$ cat src/hw/rtl/bsbi_pkg.sv
// Shared types and constants for the bounded stack block.
// No dependencies.
package bsbi_pkg;

  localparam int DATA_W  = 32;
  localparam int CFG_W   = 11;
  localparam int COUNT_W = 11;

  localparam logic [CFG_W-1:0]  MAX_DEPTH_RST = 11'd1024;
  localparam logic [DATA_W-1:0] EMPTY_VALUE   = '1;

  typedef enum logic [1:0] {
    REQ_PUSH = 2'd0,
    REQ_POP  = 2'd1,
    REQ_INC  = 2'd2,
    REQ_NONE = 2'd3
  } req_t;

  typedef enum logic [1:0] {
    CELL_HOLD,
    CELL_PUSH,
    CELL_POP,
    CELL_INC
  } cell_op_t;

  typedef struct packed {
    cell_op_t          op;
    logic [DATA_W-1:0] inc_value;
  } cell_ctl_t;

endpackage

$ cat src/hw/rtl/bsbi_cell.sv
// One stack cell: holds the entry at a fixed depth from the top.
// Depends on bsbi_pkg.
module bsbi_cell #(
  parameter int CNT_W = 11,
  parameter int IDX   = 0
) (
  input  logic                        clk,
  input  bsbi_pkg::cell_ctl_t         ctl,
  input  logic [CNT_W-1:0]            inc_base,
  input  logic [bsbi_pkg::DATA_W-1:0] up_value,
  input  logic [bsbi_pkg::DATA_W-1:0] down_value,
  output logic [bsbi_pkg::DATA_W-1:0] value
);

  localparam logic [CNT_W-1:0] IDX_C = CNT_W'(IDX);

  logic [bsbi_pkg::DATA_W-1:0] value_r;

  always_ff @(posedge clk) begin
    unique case (ctl.op)
      bsbi_pkg::CELL_PUSH: value_r <= up_value;
      bsbi_pkg::CELL_POP:  value_r <= down_value;
      bsbi_pkg::CELL_INC: begin
        if (IDX_C >= inc_base) begin
          value_r <= value_r + ctl.inc_value;
        end
      end
      bsbi_pkg::CELL_HOLD: value_r <= value_r;
      default:             value_r <= value_r;
    endcase
  end

  assign value = value_r;

endmodule

$ cat config.mk
export PLATFORM = sky130hd
export DESIGN_NAME = bsbi_cell
export DESIGN_NICKNAME = d
export VERILOG_FILES = /design/src/hw/rtl/bsbi_pkg.sv /design/src/hw/rtl/bsbi_cell.sv
export SDC_FILE = /design/constraint.sdc
export NUM_CORES = 1
export LEC_CHECK = 0
export ABC_AREA = 1
export ABC_CLOCK_PERIOD_IN_PS = 4250
export BUFFER_PORTS_ARGS = -buffer_cell sky130_fd_sc_hd__buf_2
export CAP_MARGIN = 20
export CORE_UTILIZATION = 56
export DETAILED_ROUTE_END_ITERATION = 12
export GPL_TIMING_DRIVEN = 0
export HOLD_SLACK_MARGIN = 0.02
export PLACE_DENSITY_LB_ADDON = 0.12
export REMOVE_ABC_BUFFERS = 1
export SYNTH_ARGS = -nofsm -noshare
export SYNTH_HDL_FRONTEND = slang
export SYNTH_SLANG_ARGS = --single-unit
$ cat constraint.sdc
create_clock -name clk -period 4.25 [get_ports clk]
set_input_delay 0.2125 -clock clk [delete_from_list [all_inputs] [get_ports clk]]
set_output_delay 0.2125 -clock clk [all_outputs]
set_load 0.03 [all_outputs]
==> summary.md, run 1 <==
| Metric | Value |
|---|---|
| Power share of the combinational group | `53.6%` |
| Drt first pass iters | `5` |
| Initial antenna violation count | `0` |
| Post-synth top area share | `24.6%` |
| IO Count | `142` |
| Clock tree sinks | `32` |
| Largest area contributor in the netlist | `nand2_1` |
| Clock-pin slew on the worst setup and hold paths | `80 ps` |
| Non-filler cells, final | `911` |
| Switching share of power | `45.9%` |
| Syn. warnings | `0` |
| Top-count cell post-synth | `nand2_1` |
| CP Data Arrival Time | `2610 ps` |
| Yosys reg bits | `32` |
| Core box area | `6870 um2` |
| Worst slack at placement | `1310 ps` |
| First-pass GRT wire length | `19.9 mm` |
| Register share of total power | `29.2%` |
| Cell Area, Synth | `4030 um2` |
| Area contributors post-synth | `nand2_1 (25%), edfxtp_1 (24%), inv_1 (12%)` |
| CP endpoint | `value[14]` |
| Most used flip-flop cell after synthesis | `edfxtp_1` |
| Critical path capture point type | `flip-flop` |
| Grt ovf | `0` |
| Largest net degree at the start of global routing | `34` |
| Reg2reg end | `value[28]` |
| Final WL | `12.3 mm` |
| DPL Wire Length | `10.1 mm` |
| HP Class | `input port to flip-flop` |
| Clock Skews | `6.62 ps` |
| H-tree depth | `2` |
| R2R Setup Slk | `1800 ps` |
| Row cnt | `30` |
| Final core occ | `72.4%` |
| VDD IR max | `0.000168 V` |
| Worst Reg-to-Reg Cells | `13` |
| Setup CP Type | `input port to flip-flop` |
| Post-CTS sizing | `0` |
| Worst-Skew Late Latency | `300 ps` |
| Final Cell Area | `4970 um2` |
| Period Utilization, post-route | `61.3%` |
| CP max FO | `19` |
| Outcome | `completed` |
| Fmax | `0.384 GHz` |
| CTS max path bufs | `2` |
| Post-synth EDFFs | `32` |
| Fillers | `601` |
| Placed cell areas | `4880 um2` |
| Launching point of the worst reg2reg path | `value[0]` |
| Clock Power Share | `17.2%` |
| DP Cell Count | `902` |
| Hold Path Cell Cnt | `3` |
| Required time of the critical path | `4260 ps` |
| Critical Path Start | `ctl[33]` |
| Die area | `7550 um2` |
| Post-synthesis area per instance | `6.01 um2` |
| Routability Congestion | `0.891` |
| RSZ-0062 raised after global routing | `no` |
| Setup WS post-layout | `1640 ps` |
| Die height | `86.9 um` |
| Worst Setup Start Kind | `input port` |
| Clk root buf | `clkbuf_8` |
| Fraction of layout instances using a drive strength above 1 | `23.1%` |
| Final min period | `2610 ps` |
| PnR Total Power | `1.42 mW` |
| DRT iter0 DRCs | `298` |
| Power Dens Cells | `286 nW/um2` |
| Max-cap violations | `0` |
| Leakage | `2.95 nW` |
| Worst slew margin | `48.1%` |
| Postcts setup bufs | `0` |
| CTS Buf Count | `5` |
| Vias in the first global route | `4604` |
| Net Switching | `0.654 mW` |
| Routed vias | `4752` |
| Setup total negative slack | `0 ps` |
| Area grow syn2layout | `23.3%` |
| Die width | `86.9 um` |
| Final antenna-violating net count | `0` |
| Max reg flops | `32` |
| Post-synthesis sequential area ratio | `23.8%` |
| Number of diodes | `0` |
| Post-route DRC | `0` |
| Fin. max-slew vios | `0` |
| Syn Inst Count | `671` |
| CTS tree | `built` |
| Port Buffer Count | `141` |
| Vias/cell | `5.22` |
| # setup viols final | `0` |
| Final Hold Viols | `0` |
| Routed len/inst | `13.5 um` |
| Initial Util | `58.7%` |
| GRT Util Overall | `34.0%` |
| Slew @ Worst Pin | `774 ps` |
| Fin nets | `956` |
| Post-CTS Hold Buffers | `0` |
| Fraction of registers with async set/reset | `0%` |
| Hold_ws | `184 ps` |
| Post-synth top cells | `nand2_1 (264), inv_1 (126), nand3_1 (59)` |
| Netlist cell types | `31` |
| Int Power | `0.770 mW` |
-- power by group through the flow --
stage	combinational, mW	clock, mW	sequential [mW]
floorplan	0.450	0	0.496
global placement	0.718	0	0.424
detailed placement	0.748	0	0.424
CTS	0.752	0.242	0.417
global route	0.849	0.252	0.420
finish	0.763	0.245	0.416
-- cell type report --
cell class	count	area (um2)	share of cell area [%]
Clock inverter	1	3.75	0.0755
Sequential cell	32	961	19.3
Tap cell	96	120	2.41
Inverter	131	492	9.88
Multi-Input combinational cell	500	2560	51.4
Clock buffer	7	76.3	1.53
Timing Repair Buffer	144	763	15.3
-- worst min path at each step --
stage	slack, ps	to	startpoint
after floorplan	400	value[0]	down_value[0]
after global placement	490	value[0]	down_value[0]
after detailed placement	490	value[0]	down_value[0]
after CTS	190	value[0]	down_value[0]
after global routing	200	value[0]	down_value[0]
final	180	value[0]	down_value[0]
-- cells by family after synthesis --
kind of cell	share of synthesized area (%)
buf+inv	13.1
simple gates	43.1
fa+ha+maj	10.1
xor+xnor	0.217
flops	23.8
compound gates	9.68
-- cells in the final DEF (no fill, tap or decap) --
| cell type | instances |
|---|---|
| inv_2 | 4 |
| nand2_1 | 264 |
| buf_2 | 141 |
| nand3b_1 | 4 |
| clkinv_1 | 2 |
| nor3_1 | 2 |
| clkbuf_8 | 5 |
| o211ai_1 | 1 |
| o21bai_1 | 3 |
| a21o_1 | 1 |
| a21oi_4 | 1 |
| nor2_2 | 5 |
| or2_2 | 1 |
| nand3_2 | 6 |
| edfxtp_1 | 32 |
| fa_1 | 1 |
| nand2_2 | 16 |
| nor3_2 | 2 |
| and2_0 | 1 |
| a22o_1 | 12 |
| nand4_1 | 5 |
| xor2_1 | 1 |
| a21oi_1 | 32 |
| nand3_1 | 59 |
| buf_8 | 2 |
| o21ai_0 | 13 |
| buf_16 | 1 |
| nor4_1 | 2 |
| nor2_1 | 33 |
| inv_1 | 126 |
| clkbuf_1 | 2 |
| a21oi_2 | 2 |
| ha_1 | 31 |
| nor2_4 | 2 |
-- metal layers --
metal	up-vias	wire length [um]	part of all wire [%]	track usage, %
met5	-	0	0	0
met4	0	264	2.1	12.1
met3	23	945	7.7	4.36
met2	234	5810	47	60.3
met1	2091	5320	43	42.2
li1	2404	-	-	-
-- worst max-delay path, cell delays in order --
cell and delay, ps:
buf_2 120, nand2_1 460, clkinv_1 810, a21oi_4 750, buf_16 240
Note: power is estimated with default switching activity, not from simulation.
==> run 2, diff against run 1 <==
- ABC_CLOCK_PERIOD_IN_PS: 4250 -> 2520
- CORE_UTILIZATION: 56 -> 52
- clock period: 4.25 -> 2.52 ns (I/O delays scaled with it)
==> run 2 against run 1 <==
  * Combinational power grew 66%
  * Clock power increased by 67%
  * Setup slack worse by 1500 ps
  * Critical path depth grew 8
  * Sequential power rose by 69%
  * First-iteration DRC count is 24% lower
  * Largest cell class unchanged
  * Largest power group unchanged
  * Highest routed layer unchanged
==> summary.md, run 2 (synthesized netlist as in run 1, its figures left out) <==
| Metric | Value |
|---|---|
| CP max-delay cell | `fa_1` |
| Initial antenna violation count | `0` |
| Launching point of the worst reg2reg path | `value[0]` |
| Clock Power Share | `17.1%` |
| Setup total negative slack | `0 ps` |
| Area grow syn2layout | `23.7%` |
| VDD IR max | `0.000294 V` |
| Final antenna-violating net count | `0` |
| Fillers | `699` |
| Worst slack at placement | `-297 ps` |
| CTS tree | `built` |
| CP max FO | `5` |
| Power share of the combinational group | `53.4%` |
| Clk root buf | `clkbuf_8` |
| Power Dens Cells | `478 nW/um2` |
| First-pass GRT wire length | `19.5 mm` |
| Placed cell areas | `4880 um2` |
| Max reg flops | `32` |
| DRT iter0 DRCs | `225` |
| H-tree depth | `2` |
| Number of diodes | `0` |
| Fin nets | `956` |
| Hold Path Cell Cnt | `3` |
| R2R Setup Slk | `160 ps` |
| PnR Total Power | `2.38 mW` |
| Die height | `90.1 um` |
| Top sig layer | `met4` |
| Most common cell after layout, fill and taps aside | `nand2_1` |
| Grt ovf | `0` |
| CTS Buf Count | `5` |
| CP Data Arrival Time | `2410 ps` |
| Die width | `90.1 um` |
| Worst Reg-to-Reg Cells | `13` |
| CP cell instances | `ha_1, inv_1, fa_1, inv_2, nand3_1, nand3_1, nand3_1, nand3_2, nand2_1, nand2_1, nand2_1, nand3_1, nand2_1` |
| Fin. max-slew vios | `0` |
| Post-route DRC | `0` |
| Routability Congestion | `0.878` |
| Fraction of layout instances using a drive strength above 1 | `23.5%` |
| Clock tree sinks | `32` |
| IO Count | `142` |
| Most frequent cells in the layout | `nand2_1 (264), buf_2 (141), inv_1 (125)` |
| Worst-Skew Late Latency | `300 ps` |
| Final WL | `11.8 mm` |
| Final min period | `2360 ps` |
| Drt first pass iters | `5` |
| Int Power | `1.30 mW` |
| Non-filler cells, final | `913` |
| # setup viols final | `0` |
| Final Cell Area | `4990 um2` |
| Switching share of power | `45.6%` |
| Final Hold Viols | `0` |
| Outcome | `completed` |
| Critical path capture point type | `flip-flop` |
| Setup WS post-layout | `162 ps` |
| Clock-pin slew on the worst setup and hold paths | `80 ps` |
| Row cnt | `31` |
| Routed met2 length | `5.20 mm` |
| Initial Util | `54.7%` |
| Worst slew margin | `53.4%` |
| Routed len/inst | `12.9 um` |
| Clock Skews | `7.98 ps` |
| Port Buffer Count | `141` |
| Net Switching | `1.09 mW` |
| GRT Util Overall | `29.6%` |
| Routed vias | `4638` |
| Core box area | `7370 um2` |
| Post-CTS Hold Buffers | `0` |
| Vias in the first global route | `4313` |
| Fmax | `0.424 GHz` |
| Slew @ Worst Pin | `698 ps` |
| Largest net degree at the start of global routing | `34` |
| Setup CP Type | `flip-flop to flip-flop` |
| Worst Hold Launch | `up_value[8]` |
| Die area | `8110 um2` |
| DP Cell Count | `905` |
| Worst Hold End | `value[8]` |
| Vias/cell | `5.08` |
| Period Utilization, post-route | `93.6%` |
| RSZ-0062 raised after global routing | `no` |
| Met3 wire len | `919 um` |
| DPL Wire Length | `9.71 mm` |
| CTS max path bufs | `2` |
| Metal-1 WL | `5.52 mm` |
| Register share of total power | `29.5%` |
| Leakage | `2.96 nW` |
| Reg2reg end | `value[28]` |
| HP Class | `input port to flip-flop` |
| Required time of the critical path | `2570 ps` |
| Crit path largest cell delay | `370 ps` |
| Worst Setup Start Kind | `flip-flop` |
| Max-cap violations | `0` |
run 2: repair_timing:
action / in CTS / in global routing
setup endpoints to repair: 3 / 1
buffers inserted: 0 / 0
pin swaps: 0 / 0
resized for setup: 1 / 1
run 2: worst max path at each step:
stage	depth (start not counted)	slack, ps	start	to
after detailed placement	5	-300	ctl[32]	value[18]
final	13	160	value[0]	value[28]
after floorplan	3	-440	ctl[32]	value[0]
after CTS	13	160	value[0]	value[28]
after global routing	13	50	value[0]	value[28]
after global placement	4	-2040	ctl[32]	value[19]
run 2: area by class of cell:
| type | count | area [um2] | share of cell area [%] |
|---|---|---|---|
| Tap cell | 99 | 124 | 2.48 |
| Multi-Input combinational cell | 500 | 2560 | 51.3 |
| Timing Repair Buffer | 144 | 776 | 15.5 |
| Sequential cell | 32 | 961 | 19.3 |
| Clock inverter | 1 | 5.00 | 0.100 |
| Clock buffer | 6 | 72.6 | 1.45 |
| Inverter | 131 | 493 | 9.88 |
run 2: power groups by stage:
| stage | clock network (mW) | logic (mW) | registers (mW) |
|---|---|---|---|
| CTS | 0.406 | 1.26 | 0.703 |
| finish | 0.408 | 1.27 | 0.702 |
| floorplan | 0 | 0.758 | 0.837 |
| detailed placement | 0 | 1.25 | 0.714 |
| global placement | 0 | 1.22 | 0.714 |
| global route | 0.430 | 1.43 | 0.710 |
run 2: stage by stage:
step,hold slack (ps),utilization [%]
floorplan,316,-
global placement,401,65.5
detailed placement,418,66.3
CTS,114,67.3
global route,113,67.7
finish,112,67.7
run 2: critical path: cells and delay by family (launching register included):
kind / cells / cell delay, ps
adders and majority gates: 2 / 580
DFF: 1 / 360
buffers and inverters: 2 / 200
and+or+nand+nor: 9 / 980
run 2: routing by layer:
metal | GRT usage, % | up-vias
met3 | 5.58 | 14
met5 | 0 | -
met2 | 49.4 | 186
met4 | 6.18 | 0
met1 | 39.8 | 2039
li1 | - | 2399
